$ cat config.mk
export PLATFORM = sky130hd
export DESIGN_NAME = clipped_rect_blit_index_top_flat
export DESIGN_NICKNAME = d
export VERILOG_FILES = /design/src/rtl/core/cbi_pkg.sv /design/src/rtl/core/cbi_if.sv /design/src/rtl/core/clipped_rect_blit_index_top.sv /design/src/rtl/core/cbi_geom.sv /design/src/flat_wrapper.sv
export SDC_FILE = /design/constraint.sdc
export NUM_CORES = 1
export LEC_CHECK = 0
export BUFFER_PORTS_ARGS = -buffer_cell sky130_fd_sc_hd__buf_2
export CAP_MARGIN = 20
export CORE_AREA = 2 2 209 211
export CTS_CLUSTER_SIZE = 40
export DETAILED_ROUTE_END_ITERATION = 6
export DIE_AREA = 0 0 211 213
export PLACE_DENSITY = 0.72
export SYNTH_ARGS = -nofsm -noshare
export SYNTH_HDL_FRONTEND = slang
export SYNTH_HIERARCHICAL = 1
export SYNTH_SLANG_ARGS = --single-unit
$ cat constraint.sdc
create_clock -name clk -period 5.3 [get_ports clk]
set_input_delay 1.325 -clock clk [delete_from_list [all_inputs] [get_ports clk]]
set_output_delay 1.325 -clock clk [all_outputs]
set_load 0.03 [all_outputs]
$ cat src/rtl/core/cbi_pkg.sv
// Shared types, widths and register codes of the clipped rectangle blit index block.
package cbi_pkg;

  localparam int MAX_DIM = 4096;

  localparam int POS_W      = 12;
  localparam int DIM_W      = 13;
  localparam int BASE_W     = 25;
  localparam int IDX_W      = 24;
  localparam int PIX_W      = 32;
  localparam int CFG_DATA_W = 13;
  localparam int CFG_IDX_W  = 3;

  localparam logic [CFG_IDX_W-1:0] REG_RECT_X    = 3'd0;
  localparam logic [CFG_IDX_W-1:0] REG_RECT_Y    = 3'd1;
  localparam logic [CFG_IDX_W-1:0] REG_RECT_W    = 3'd2;
  localparam logic [CFG_IDX_W-1:0] REG_RECT_H    = 3'd3;
  localparam logic [CFG_IDX_W-1:0] REG_FB_WIDTH  = 3'd4;
  localparam logic [CFG_IDX_W-1:0] REG_FB_HEIGHT = 3'd5;

  localparam logic [DIM_W-1:0] FB_WIDTH_RST  = 13'd400;
  localparam logic [DIM_W-1:0] FB_HEIGHT_RST = 13'd300;

  typedef struct packed {
    logic [POS_W-1:0] rect_x;
    logic [POS_W-1:0] rect_y;
    logic [DIM_W-1:0] rect_w;
    logic [DIM_W-1:0] rect_h;
    logic [DIM_W-1:0] fb_width;
    logic [DIM_W-1:0] fb_height;
  } cbi_cfg_t;

  typedef struct packed {
    logic [DIM_W-1:0]  w;
    logic [DIM_W-1:0]  h;
    logic [DIM_W-1:0]  fw;
    logic [DIM_W-1:0]  wr;
    logic [DIM_W-1:0]  hr;
    logic              empty;
    logic [BASE_W-1:0] start_base;
  } cbi_geom_t;

endpackage

$ cat src/rtl/core/cbi_if.sv
// Stream interfaces for source pixel items and result items.
interface cbi_pix_if;
  logic                     valid;
  logic                     ready;
  logic [cbi_pkg::PIX_W-1:0] pixel_value;

  modport source (output valid, output pixel_value, input ready);
  modport sink (input valid, input pixel_value, output ready);
endinterface

interface cbi_res_if;
  logic                      valid;
  logic                      ready;
  logic                      write_valid;
  logic [cbi_pkg::IDX_W-1:0] fb_index;
  logic [cbi_pkg::PIX_W-1:0] pixel_out;
  logic                      rect_done;

  modport source (output valid, output write_valid, output fb_index, output pixel_out,
                  output rect_done, input ready);
  modport sink (input valid, input write_valid, input fb_index, input pixel_out,
                input rect_done, output ready);
endinterface

$ cat src/rtl/core/clipped_rect_blit_index_top.sv
// Top level of the clipped rectangle blit index generator.
//
//  port        dir   payload                                         role
//  pixel       sink  pixel_value[31:0]                               source pixel items
//  result      src   write_valid, fb_index[23:0], pixel_out, rect_done  one per pixel item
//  cfg_*       in    cfg_wr_en, cfg_index[2:0], cfg_data[12:0]       register writes
//
// One item per cycle sustained while the result is not stalled; each result passes through
// the input register and then the result register. These two registers part the two sides; the counter and row base
// update with a single add in the step from one to the other.
// Synchronous reset clears the counters and valid flags and loads the register defaults.
// A stalled result holds the pipeline; pixel.ready stays high while the input register
// can move on.
module clipped_rect_blit_index_top (
  input  logic                               clk,
  input  logic                               rst,
  cbi_pix_if.sink                            pixel,
  cbi_res_if.source                          result,
  input  logic                               cfg_wr_en,
  input  logic [cbi_pkg::CFG_IDX_W-1:0]      cfg_index,
  input  logic [cbi_pkg::CFG_DATA_W-1:0]     cfg_data
);

  cbi_pkg::cbi_cfg_t  cfg;
  cbi_pkg::cbi_geom_t geom;

  logic                       s1_valid;
  logic [cbi_pkg::PIX_W-1:0]  s1_pixel;
  logic                       out_valid;
  logic                       out_write_valid;
  logic [cbi_pkg::IDX_W-1:0]  out_fb_index;
  logic [cbi_pkg::PIX_W-1:0]  out_pixel;
  logic                       out_done;

  logic [cbi_pkg::DIM_W-1:0]  col_count;
  logic [cbi_pkg::DIM_W-1:0]  row_count;
  logic [cbi_pkg::BASE_W-1:0] row_base;
  logic [cbi_pkg::DIM_W-1:0]  col_count_next;
  logic [cbi_pkg::DIM_W-1:0]  row_count_next;
  logic [cbi_pkg::BASE_W-1:0] row_base_next;

  logic                       advance;
  logic                       step;
  logic                       cfg_hit;
  logic [cbi_pkg::BASE_W-1:0] base_cur;
  logic [cbi_pkg::BASE_W-1:0] index_sum;
  logic [cbi_pkg::DIM_W:0]    col_inc;
  logic [cbi_pkg::DIM_W:0]    row_inc;
  logic                       col_end;
  logic                       row_end;
  logic                       hit;
  logic                       last;

  cbi_geom u_geom (
    .clk  (clk),
    .cfg  (cfg),
    .geom (geom)
  );

  assign advance     = !out_valid || result.ready;
  assign step        = s1_valid && advance;
  assign pixel.ready = !s1_valid || advance;

  assign cfg_hit = cfg_wr_en && (cfg_index <= cbi_pkg::REG_FB_HEIGHT);

  always_ff @(posedge clk) begin
    if (rst) begin
      cfg.rect_x    <= '0;
      cfg.rect_y    <= '0;
      cfg.rect_w    <= '0;
      cfg.rect_h    <= '0;
      cfg.fb_width  <= cbi_pkg::FB_WIDTH_RST;
      cfg.fb_height <= cbi_pkg::FB_HEIGHT_RST;
    end else if (cfg_wr_en) begin
      case (cfg_index)
        cbi_pkg::REG_RECT_X:    cfg.rect_x    <= cfg_data[cbi_pkg::POS_W-1:0];
        cbi_pkg::REG_RECT_Y:    cfg.rect_y    <= cfg_data[cbi_pkg::POS_W-1:0];
        cbi_pkg::REG_RECT_W:    cfg.rect_w    <= cfg_data;
        cbi_pkg::REG_RECT_H:    cfg.rect_h    <= cfg_data;
        cbi_pkg::REG_FB_WIDTH:  cfg.fb_width  <= cfg_data;
        cbi_pkg::REG_FB_HEIGHT: cfg.fb_height <= cfg_data;
        default: ;
      endcase
    end
  end

  always_comb begin
    base_cur  = ((col_count == '0) && (row_count == '0)) ? geom.start_base : row_base;
    col_inc   = {1'b0, col_count} + 14'd1;
    row_inc   = {1'b0, row_count} + 14'd1;
    col_end   = col_inc >= {1'b0, geom.w};
    row_end   = row_inc >= {1'b0, geom.h};
    hit       = !geom.empty && (col_count < geom.wr) && (row_count < geom.hr);
    index_sum = base_cur + {12'd0, col_count};
    last      = geom.empty || (col_end && row_end);
    if (last) begin
      col_count_next = '0;
      row_count_next = '0;
      row_base_next  = base_cur;
    end else if (col_end) begin
      col_count_next = '0;
      row_count_next = row_inc[cbi_pkg::DIM_W-1:0];
      row_base_next  = base_cur + {12'd0, geom.fw};
    end else begin
      col_count_next = col_inc[cbi_pkg::DIM_W-1:0];
      row_count_next = row_count;
      row_base_next  = base_cur;
    end
  end

  always_ff @(posedge clk) begin
    if (rst) begin
      col_count <= '0;
      row_count <= '0;
    end else if (cfg_hit) begin
      col_count <= '0;
      row_count <= '0;
    end else if (step) begin
      col_count <= col_count_next;
      row_count <= row_count_next;
    end
  end

  always_ff @(posedge clk) begin
    if (step) begin
      row_base <= row_base_next;
    end
  end

  always_ff @(posedge clk) begin
    if (rst) begin
      s1_valid  <= 1'b0;
      out_valid <= 1'b0;
    end else begin
      if (pixel.ready) begin
        s1_valid <= pixel.valid;
      end
      if (advance) begin
        out_valid <= s1_valid;
      end
    end
  end

  always_ff @(posedge clk) begin
    if (pixel.valid && pixel.ready) begin
      s1_pixel <= pixel.pixel_value;
    end
    if (step) begin
      out_write_valid <= hit;
      out_fb_index    <= hit ? index_sum[cbi_pkg::IDX_W-1:0] : '0;
      out_pixel       <= s1_pixel;
      out_done        <= last;
    end
  end

  assign result.valid       = out_valid;
  assign result.write_valid = out_write_valid;
  assign result.fb_index    = out_fb_index;
  assign result.pixel_out   = out_pixel;
  assign result.rect_done   = out_done;

  a_cfg_restarts: assert property (@(posedge clk) disable iff (rst)
    cfg_hit |=> (col_count == '0) && (row_count == '0))
    else $error("Counters not cleared after a register write.");

  a_done_wraps: assert property (@(posedge clk) disable iff (rst)
    (step && last && !cfg_hit) |=> (col_count == '0) && (row_count == '0))
    else $error("Counters did not wrap after the last pixel.");

  a_step_fills_out: assert property (@(posedge clk) disable iff (rst)
    step |=> out_valid)
    else $error("A moved item did not reach the result register.");

  a_idx_zero: assert property (@(posedge clk) disable iff (rst)
    (out_valid && !out_write_valid) |-> (out_fb_index == '0))
    else $error("Index is nonzero on a clipped pixel.");

endmodule

$ cat src/rtl/core/cbi_geom.sv
// Registered clip geometry and start index derived from the configuration registers.
module cbi_geom (
  input  logic               clk,
  input  cbi_pkg::cbi_cfg_t  cfg,
  output cbi_pkg::cbi_geom_t geom
);

  logic [cbi_pkg::POS_W-1:0]  x;
  logic [cbi_pkg::POS_W-1:0]  y;
  logic [cbi_pkg::DIM_W-1:0]  w;
  logic [cbi_pkg::DIM_W-1:0]  h;
  logic [cbi_pkg::DIM_W-1:0]  fw;
  logic [cbi_pkg::DIM_W-1:0]  fh;
  logic [cbi_pkg::DIM_W:0]    x_end;
  logic [cbi_pkg::DIM_W:0]    y_end;
  logic [cbi_pkg::DIM_W-1:0]  wr;
  logic [cbi_pkg::DIM_W-1:0]  hr;
  logic [cbi_pkg::BASE_W-1:0] base;

  localparam logic [cbi_pkg::POS_W-1:0] POS_MAX = cbi_pkg::POS_W'(cbi_pkg::MAX_DIM - 1);
  localparam logic [cbi_pkg::DIM_W-1:0] DIM_MAX = cbi_pkg::DIM_W'(cbi_pkg::MAX_DIM);

  always_comb begin
    x     = (cfg.rect_x > POS_MAX) ? POS_MAX : cfg.rect_x;
    y     = (cfg.rect_y > POS_MAX) ? POS_MAX : cfg.rect_y;
    w     = (cfg.rect_w > DIM_MAX) ? DIM_MAX : cfg.rect_w;
    h     = (cfg.rect_h > DIM_MAX) ? DIM_MAX : cfg.rect_h;
    fw    = (cfg.fb_width > DIM_MAX) ? DIM_MAX : cfg.fb_width;
    fh    = (cfg.fb_height > DIM_MAX) ? DIM_MAX : cfg.fb_height;
    x_end = {2'b00, x} + {1'b0, w};
    y_end = {2'b00, y} + {1'b0, h};
    if (x_end <= {1'b0, fw}) begin
      wr = w;
    end else if ({1'b0, x} > fw) begin
      wr = '0;
    end else begin
      wr = fw - {1'b0, x};
    end
    if (y_end <= {1'b0, fh}) begin
      hr = h;
    end else if ({1'b0, y} > fh) begin
      hr = '0;
    end else begin
      hr = fh - {1'b0, y};
    end
    base = ({13'd0, y} * {12'd0, fw}) + {13'd0, x};
  end

  always_ff @(posedge clk) begin
    geom.w          <= w;
    geom.h          <= h;
    geom.fw         <= fw;
    geom.wr         <= wr;
    geom.hr         <= hr;
    geom.empty      <= (w == '0) || (h == '0);
    geom.start_base <= base;
  end

endmodule

$ cat src/flat_wrapper.sv
// flat-port wrapper written by rule: the top's interface ports become plain ports
module clipped_rect_blit_index_top_flat 
  (clk, rst, cfg_wr_en, cfg_index, cfg_data, pixel_valid, pixel_pixel_value, pixel_ready, result_valid, result_write_valid, result_fb_index, result_pixel_out, result_rect_done, result_ready);
  cbi_pix_if pixel_i ();
  cbi_res_if result_i ();
  input  logic clk;
  input  logic rst;
  input  logic cfg_wr_en;
  input  logic [cbi_pkg::CFG_IDX_W-1:0] cfg_index;
  input  logic [cbi_pkg::CFG_DATA_W-1:0] cfg_data;
  input wire logic [$bits(pixel_i.valid)-1:0] pixel_valid;
  input wire logic [$bits(pixel_i.pixel_value)-1:0] pixel_pixel_value;
  output wire logic [$bits(pixel_i.ready)-1:0] pixel_ready;
  output wire logic [$bits(result_i.valid)-1:0] result_valid;
  output wire logic [$bits(result_i.write_valid)-1:0] result_write_valid;
  output wire logic [$bits(result_i.fb_index)-1:0] result_fb_index;
  output wire logic [$bits(result_i.pixel_out)-1:0] result_pixel_out;
  output wire logic [$bits(result_i.rect_done)-1:0] result_rect_done;
  input wire logic [$bits(result_i.ready)-1:0] result_ready;
  assign pixel_i.valid = pixel_valid;
  assign pixel_i.pixel_value = pixel_pixel_value;
  assign pixel_ready = pixel_i.ready;
  assign result_valid = result_i.valid;
  assign result_write_valid = result_i.write_valid;
  assign result_fb_index = result_i.fb_index;
  assign result_pixel_out = result_i.pixel_out;
  assign result_rect_done = result_i.rect_done;
  assign result_i.ready = result_ready;
  clipped_rect_blit_index_top u_core (.clk(clk), .rst(rst), .pixel(pixel_i), .result(result_i), .cfg_wr_en(cfg_wr_en), .cfg_index(cfg_index), .cfg_data(cfg_data));
endmodule
==> results of run 1 <==
==> state kept, by name, indices dropped and copies added, names as in the netlist <==
name                       flops
u_core/row_count              13
u_core/s1_pixel               32
u_core/cfg                    76
u_core/row_base               24
u_core/col_count              13
u_core/result.pixel_out       32
u_core/result.rect_done        1
u_core/result.write_valid      1
u_core/u_geom/geom            90
u_core/s1_valid                1
u_core/result.fb_index        24
u_core/result.valid            1
==> what timing repair did <==
action	CTS	global route
setup endpoints to repair	3	12
cloned	0	0
pin swaps	1	41
buffers inserted	0	11
resized for setup	4	96
==> worst paths after layout <==
| kind | start | end | slack (ns) |
|---|---|---|---|
| hold reg to reg | u_core/s1_pixel[1] | u_core/result.pixel_out[1] | 0.41 |
| hold / removal | u_core/s1_pixel[1] | u_core/result.pixel_out[1] | 0.41 |
| setup reg to reg | u_core/cfg[25] | u_core/u_geom/geom[23] | 0.02 |
| setup / recovery | u_core/cfg[25] | u_core/u_geom/geom[23] | 0.02 |
==> layout by cell type (no fill, tap or decap), drive strengths merged, types with 24 or more instances in the layout <==
| master | count |
|---|---|
| xor2 | 38 |
| edfxtp | 114 |
| inv | 317 |
| xnor2 | 67 |
| mux2 | 34 |
| ha | 226 |
| and2 | 24 |
| nand3 | 48 |
| a21oi | 169 |
| nor3 | 34 |
| nor2 | 148 |
| buf | 238 |
| a21o | 44 |
| fa | 127 |
| nor2b | 66 |
| dfxtp | 194 |
| o21ai | 67 |
| nand2 | 324 |
| clkbuf | 49 |
==> metal layers <==
layer | share of wire, % | up-vias
met5 | 0 | -
met4 | 4.2 | 0
met3 | 7.5 | 135
met2 | 46 | 695
met1 | 43 | 8243
li1 | - | 8356
==> through the flow <==
step / power [mW] / hold slack [ns] / worst slack (ns) / area (µm²) / cells
finish: 5.60 / 0.412 / 0.0197 / 25200 / 3148
global route: 5.82 / 0.414 / -0.105 / 25200 / 3148
CTS: 5.62 / 0.415 / 0.00808 / 24800 / 3137
detailed placement: 3.34 / 0.405 / -0.0907 / 23700 / 3076
global placement: 3.32 / 0.400 / -0.0581 / 23700 / 3076
floorplan: 3.11 / 0.400 / 0.0113 / 22000 / 2404
==> critical path, stage by stage, from the launching register on <==
cell and delay [ns]:
dfxtp_4 0.39, buf_6 0.14, buf_4 0.16, nor2b_2 0.12, buf_6 0.14, nand2_1 0.08, fa_1 0.50, inv_1 0.05
fa_1 0.47, fa_1 0.60, fa_1 0.46, fa_1 0.58, ha_4 0.22, a211oi_2 0.25, o21bai_1 0.13, a21o_1 0.20
a21oi_2 0.19, a21oi_2 0.09, o31a_1 0.29, xor2_1 0.14
==> report_power, final <==
| group | internal, mW | switching, mW | total (mW) | leakage, nW |
|---|---|---|---|---|
| combinational | 0.280 | 0.448 | 0.728 | 8.29 |
| sequential | 2.55 | 0.0397 | 2.59 | 2.67 |
| clock | 1.30 | 0.975 | 2.28 | 0.526 |
==> cell type report <==
| class | instances | area, µm² | share of cell area [%] |
|---|---|---|---|
| multi-input combinational | 1676 | 13400 | 53.0 |
| sequential | 308 | 7310 | 29.0 |
| timing repair buffer | 238 | 1590 | 6.28 |
| inverter | 319 | 1210 | 4.79 |
| clock buffer | 49 | 987 | 3.91 |
| tap | 546 | 683 | 2.71 |
| clock inverter | 12 | 86.3 | 0.342 |
==> results.toml, run 1 <==
[clocking]
h-tree-depth = 2
numCtsBuffers = 34
cts.root.buffer_cell = "clkbuf_16"
hold_buffers = 0
clock_latency_ns = 0.55
clk_path_buf_depth = 3
path_clk_slew_ns = 0.06
cts_num_sinks = 308
cts_tree = "done"

[routing]
antenna_left = 0
wl_um = 57500
drc = 4
vias = 17429
viasPerCell = 5.54
drtPass1Iterations = 7
detail_route.iter0.violations = 1424
wire_per_inst_um = 18.3

[placed_design]
place_hpwl_um = 44600
io_buffers = 112
place.gp.congestion = 0.960

[global_routing]
use_met3_pct = 5.03
overflow = 0
grt_max_degree = 79
antenna_found_initial = 0
use_met1_pct = 33.1
grt.total_usage_pct = 25.7
busiest_layer = "met2"
grt_pass1_vias = 17279
met2_usage_pct = 42.3
grt_pass1_wl_um = 90100

[floorplanning]
core_area_mm2 = 0.0427
start_util_pct = 51.4
fp.dieH_um = 213
dieArea_mm2 = 0.0449
fp.dieW_um = 211
ioPinCount = 113
std_cell_rows = 76

[min_path]
worstHoldPathCells = 0
hold_path_class = "register to register"

[outcome]
violations = "design-rule violations"
status = "finished, violations left"

[logic_synthesis]
syn-num-nets = 2810
syn_avg_cell_area_um2 = 9.13
ys_warn_count = 6
synth_cells = 2404
synth_area_mm2 = 0.0219

[layout]
finalNetCount = 2983
utilization_pct = 59.1
drive_gt1_share_pct = 16.8
diodes = 0
area_growth_pct = 14.9
n_fill_cell = 3601

[timing]
final.period_utilization_pct = 99.6
tightest_slew_ns = 1.00
slew_headroom_pct = 33.3
skew_ns = 0.0207
setup-tns-final_ns = 0
fmax_ghz = 0.189
hold_viol_final = 0
slew_viol_final = 0
rsz0062_at_grt = "yes"
setup_viol = 0
period_needed_ns = 5.28

[setup_path]
required_ns = 5.73
rr_worst_depth = 19
cp_max_fo = 8
cp.arrival_ns = 5.71
cp-end-kind = "register"
critical_path_class = "register to register"
start_kind = "register"

[power_and_ir_drop]
p_leak_nw = 11.5
peakVddDrop_v = 0.000184
p_per_area_mw_per_mm2 = 222

[job]
cap_violations = 0
(Power assumes the default switching activity.)
==> run 2: changes to the inputs <==
--- a/config.mk
+++ b/config.mk
@@ -11,6 +11,7 @@
 export CTS_CLUSTER_SIZE = 40
 export DETAILED_ROUTE_END_ITERATION = 6
 export DIE_AREA = 0 0 211 213
+export GPL_TIMING_DRIVEN = 0
 export PLACE_DENSITY = 0.72
 export SYNTH_ARGS = -nofsm -noshare
 export SYNTH_HDL_FRONTEND = slang
==> run 2 against run 1 <==
Effect of this change:
- the run ends with negative setup slack left
- routed wire length is 5.0% higher
- via count grew 2.9%
- sequential share of layout area decreased by 0.15 points
==> results.toml, run 2 (synthesis results as in run 1) <==
[outcome]
status = "finished, violations left"
violations = "negative setup slack"

[layout]
fin_area_mm2 = 0.0254
finalNetCount = 3008
fin_cells = 3174
area_growth_pct = 15.9
largest_register_ffs = 90
top_register = "u_core/u_geom/geom"
utilization_pct = 59.6
mostFrequentLayoutCell = "nand2_1"
drive_gt1_share_pct = 15.5
biggestRegsByFlops = "u_core/u_geom/geom: 90 flops, u_core/cfg: 76 flops"
most-common-layout-cells = "nand2_1 (323), inv_1 (298), ha_1 (214)"
n_fill_cell = 3521

[placed_design]
place.gp.congestion = 0.988
io_buffers = 111
dpl-instance-area_mm2 = 0.0233
place_ws_ns = -1.03
place_hpwl_um = 45300
place_inst = 3063

[power_and_ir_drop]
p_comb_share_pct = 12.9
p_int_mw = 4.29
p_sw_mw = 1.50
p_per_area_mw_per_mm2 = 228
sequentialPowerShare_pct = 44.8
peakVddDrop_v = 0.000203
netSwitchingFraction_pct = 25.9
power_frac_clock_pct = 42.4
p_leak_nw = 11.4
power_mw = 5.79

[setup_path]
r2r-start = "u_core/cfg[25]"
crit_path_top_delay_cell = "fa_1"
critical-path-max-stage-delay_ns = 0.55
start_kind = "register"
crit_path_end = "u_core/u_geom/geom[23]"
worst-path-buf-inv = 6
r2r_setup_slack_ns = -0.04
critical_path_class = "register to register"
cp.arrival_ns = 5.77
startpoint = "u_core/cfg[25]"
crit_family = "adder cells"
crit_chain = "clkbuf_16 -> nor2b_4 -> buf_6 -> buf_6 -> nand2_1 -> fa_1 -> inv_1 -> fa_1 -> fa_1 -> fa_1 -> inv_1 -> fa_1 -> inv_1 -> ha_4 -> a21o_1 -> a21oi_1 -> nor2_1 -> a21oi_2 -> a21oi_1 -> o31a_1 -> xor2_1"
cp_max_fo = 5
required_ns = 5.73
cp-end-kind = "register"
r2r-end = "u_core/u_geom/geom[23]"
cpMostUsedCell = "fa_1"
rr_worst_depth = 21
path_depth = 21

[routing]
vias = 17927
antenna_left = 0
drc = 0
detail_route.iter0.violations = 1404
wl_um = 60300
drtPass1Iterations = 5
wire_per_inst_um = 19.0
viasPerCell = 5.65

[global_routing]
busiest_layer = "met2"
overflow = 0
use_met1_pct = 34.5
grt.total_usage_pct = 26.9
grt_pass1_wl_um = 92900
antenna_found_initial = 0
met2_usage_pct = 43.2
grt_pass1_vias = 17526
grt_max_degree = 54
use_met3_pct = 5.10

[floorplanning]
start_util_pct = 51.4
std_cell_rows = 76
ioPinCount = 113
core_area_mm2 = 0.0427
dieArea_mm2 = 0.0449
fp.dieW_um = 211
fp.dieH_um = 213

[timing]
tightest_slew_ns = 0.716
setup-tns-final_ns = -0.0395
fmax_ghz = 0.187
slew_headroom_pct = 52.1
setup_ws_ns = -0.0395
hold_ws_ns = 0.413
hold_viol_final = 0
setup_viol = 1
slew_viol_final = 0
skew_ns = 0.0163
final.period_utilization_pct = 101
rsz0062_at_grt = "yes"
period_needed_ns = 5.34

[clocking]
h-tree-depth = 2
clock_latency_ns = 0.55
hold_buffers = 0
cts_num_sinks = 308
clk_path_buf_depth = 3
cts.root.buffer_cell = "clkbuf_16"
path_clk_slew_ns = 0.06
cts_tree = "done"
numCtsBuffers = 34

[job]
cap_violations = 0

[min_path]
hold_path_class = "register to register"
worstHoldPathCells = 0
==> run 2: worst min-delay path by stage <==
stage	startpoint	endpoint	slack, ns
CTS	u_core/s1_pixel[27]	u_core/result.pixel_out[27]	0.42
global route	u_core/s1_pixel[8]	u_core/result.pixel_out[8]	0.42
finish	u_core/s1_pixel[27]	u_core/result.pixel_out[27]	0.41
detailed placement	u_core/s1_pixel[16]	u_core/result.pixel_out[16]	0.40
global placement	u_core/s1_pixel[20]	u_core/result.pixel_out[20]	0.40
floorplan	u_core/s1_pixel[0]	u_core/result.pixel_out[0]	0.40
==> run 2: worst register-to-register path: stages (launching register included) <==
cell and delay (ns):
dfxtp_4 0.37, clkbuf_16 0.16, nor2b_4 0.20, buf_6 0.15, buf_6 0.13, nand2_1 0.08, fa_1 0.55, inv_1 0.05
fa_1 0.47, fa_1 0.52, fa_1 0.55, inv_1 0.06, fa_1 0.52, inv_1 0.06, ha_4 0.23, a21o_1 0.18
a21oi_1 0.15, nor2_1 0.07, a21oi_2 0.18, a21oi_1 0.09, o31a_1 0.29, xor2_1 0.15
==> run 2: power groups by stage <==
| stage | Combinational, mW | Clock (mW) | Sequential, mW |
|---|---|---|---|
| after floorplan | 0.450 | 0 | 2.66 |
| after global placement | 0.674 | 0 | 2.64 |
| after detailed placement | 0.694 | 0 | 2.64 |
| after CTS | 0.713 | 2.50 | 2.59 |
| after global routing | 0.816 | 2.58 | 2.60 |
| final | 0.745 | 2.45 | 2.59 |
==> run 2: area by class of cell <==
cell class / count / area (µm²) / share of cell area (%)
sequential: 308 / 7330 / 28.8
tap: 546 / 683 / 2.69
multi-input combinational: 1676 / 13400 / 52.7
antenna: 1 / 2.50 / 0.00984
inverter: 319 / 1230 / 4.86
clock buffer: 42 / 963 / 3.79
buffer: 92 / 526 / 2.07
clock inverter: 19 / 215 / 0.846
timing repair buffer: 171 / 1080 / 4.25
==> run 2: per-layer routing <==
layer / share of wire, % / vias to the layer above
met5: 0 / -
met2: 45 / 800
met4: 5.5 / 0
li1: - / 8406
met1: 41 / 8553
met3: 8.1 / 168
==> run 2: what timing repair did <==
action | CTS | global route
cloned | 0 | 1
pin swaps | 4 | 38
endpoints found under the setup margin | 23 | 30
resized for setup | 79 | 83
buffers inserted | 25 | 32
==> run 3: changes to the inputs <==
--- a/config.mk
+++ b/config.mk
@@ -7,10 +7,10 @@
 export LEC_CHECK = 0
 export BUFFER_PORTS_ARGS = -buffer_cell sky130_fd_sc_hd__buf_2
 export CAP_MARGIN = 20
-export CORE_AREA = 2 2 209 211
+export CORE_AREA = 2 2 269 165
 export CTS_CLUSTER_SIZE = 40
 export DETAILED_ROUTE_END_ITERATION = 6
-export DIE_AREA = 0 0 211 213
+export DIE_AREA = 0 0 271 167
 export GPL_TIMING_DRIVEN = 0
 export PLACE_DENSITY = 0.72
 export SYNTH_ARGS = -nofsm -noshare
==> run 3 against run 2 <==
Effect of this change:
- the flow finishes with violations (design-rule violations, negative setup slack)
- routed wire length up 7.5%
- sequential share of layout area down 0.076 points
- hold slack worse by 0.00067 ns
- via count up 1.3%
- critical path type unchanged
==> results.toml, run 3 (synthesis results as in run 1) <==
[setup_path]
cp.arrival_ns = 5.81
cp-end-kind = "register"
cp_max_fo = 10
start_kind = "register"
critical_path_class = "register to register"
required_ns = 5.76

[timing]
rsz0062_at_grt = "yes"
final.period_utilization_pct = 101
setup_ws_ns = -0.0425
tightest_slew_ns = 0.876
setup_viol = 1
skew_ns = 0.0224
hold_ws_ns = 0.413
period_needed_ns = 5.34
fmax_ghz = 0.187
slew_headroom_pct = 41.6
hold_viol_final = 0
slew_viol_final = 0

[clocking]
cts_tree = "done"
cts.root.buffer_cell = "clkbuf_16"
clock_latency_ns = 0.59
cts_num_sinks = 308
clk_path_buf_depth = 3
h-tree-depth = 1
path_clk_slew_ns = 0.06
numCtsBuffers = 30

[routing]
detail_route.iter0.violations = 1973
drc = 2
antenna_left = 0
vias = 18165
wl_um = 64800
drtPass1Iterations = 7
viasPerCell = 5.67
wire_per_inst_um = 20.2

[power_and_ir_drop]
netSwitchingFraction_pct = 26.6
peakVddDrop_v = 0.000217
p_leak_nw = 11.3
power_frac_clock_pct = 37.9
p_int_mw = 3.99
sequentialPowerShare_pct = 47.9
p_sw_mw = 1.44
p_comb_share_pct = 14.2
power_mw = 5.43
p_per_area_mw_per_mm2 = 213

[floorplanning]
dieArea_mm2 = 0.0453
core_area_mm2 = 0.0427
fp.dieW_um = 271
ioPinCount = 113
fp.dieH_um = 167
start_util_pct = 51.4
std_cell_rows = 59

[outcome]
violations = "design-rule violations, negative setup slack"
status = "finished, violations left"

[global_routing]
antenna_found_initial = 0
grt_pass1_wl_um = 98800
grt.total_usage_pct = 28.1
grt_max_degree = 61
overflow = 0
grt_pass1_vias = 17419

[layout]
largest_register_ffs = 90
most-common-layout-cells = "nand2_1 (322), inv_1 (291), ha_1 (211)"
n_fill_cell = 3650
biggestRegsByFlops = "u_core/u_geom/geom: 90 flops, u_core/cfg: 76 flops"
area_growth_pct = 16.1
finalNetCount = 3009
top_register = "u_core/u_geom/geom"
mostFrequentLayoutCell = "nand2_1"
fin_area_mm2 = 0.0255
drive_gt1_share_pct = 16.2
utilization_pct = 59.6

[placed_design]
dpl-instance-area_mm2 = 0.0233
place.gp.congestion = 0.949
place_ws_ns = -1.08
io_buffers = 111
place_hpwl_um = 49500

[min_path]
hold_path_class = "register to register"

[job]
cap_violations = 0
## run 3: layer usage
metal | global-route usage (%) | vias up | routed length, µm
li1 | - | 8420 | -
met1 | 43.4 | 8712 | 30100
met2 | 38.7 | 919 | 25500
met3 | 7.35 | 114 | 7780
met4 | 6.41 | 0 | 1510
met5 | 0 | - | 0
## run 3: metrics by stage
stage	instances	setup TNS (ns)
after CTS	3166	-0.0379
after global routing	3204	-0.544
after floorplan	2404	0
after global placement	3094	-72.26
final	3205	-0.0425
after detailed placement	3095	-10.13
## run 3: repair_timing
action                                  CTS  global route
endpoints found under the setup margin   20            40
hold buffers                              0             0
gates resized for setup                 110            90
setup buffers                            25            38
gates cloned                              1             1
pin swaps                                25            54
## run 3: worst paths after layout
| path | startpoint | cells past startpoint | endpoint | slack, ns |
|---|---|---|---|---|
| min reg2reg | u_core/s1_pixel[17] | 0 | u_core/result.pixel_out[17] | 0.41 |
| max reg2reg | u_core/cfg[25] | 18 | u_core/u_geom/geom[23] | -0.04 |
| max | u_core/cfg[25] | 18 | u_core/u_geom/geom[23] | -0.04 |
| min | u_core/s1_pixel[17] | 0 | u_core/result.pixel_out[17] | 0.41 |
## run 3: worst max-delay path: stages, from the launching register on
cell,delay (ns)
dfxtp_4,0.40
buf_4,0.23
nor2b_4,0.18
clkbuf_8,0.16
nand2_1,0.07
fa_1,0.54
inv_1,0.05
fa_1,0.48
fa_1,0.58
fa_1,0.45
fa_1,0.58
ha_4,0.24
a211oi_2,0.21
o21bai_1,0.10
a21o_1,0.20
a21oi_2,0.22
a21oi_2,0.09
o31a_1,0.28
xor2_1,0.14
## run 3: layout make-up
cell class	instances	area, µm²	area share, %
clock inverters	9	87.6	0.344
flip-flops and latches	308	7330	28.8
well taps	579	724	2.84
multi-input cells	1676	13600	53.2
plain buffers	91	513	2.01
clock buffers	45	847	3.32
inverters	319	1240	4.86
diodes	1	2.50	0.00982
repair buffers	177	1190	4.66
## run 3: power groups by stage
stage / sequential [mW] / clock, mW / combinational [mW]
global placement: 2.65 / 0 / 0.676
global route: 2.60 / 2.19 / 0.833
finish: 2.60 / 2.06 / 0.770
detailed placement: 2.65 / 0 / 0.699
CTS: 2.60 / 2.10 / 0.729
floorplan: 2.66 / 0 / 0.450
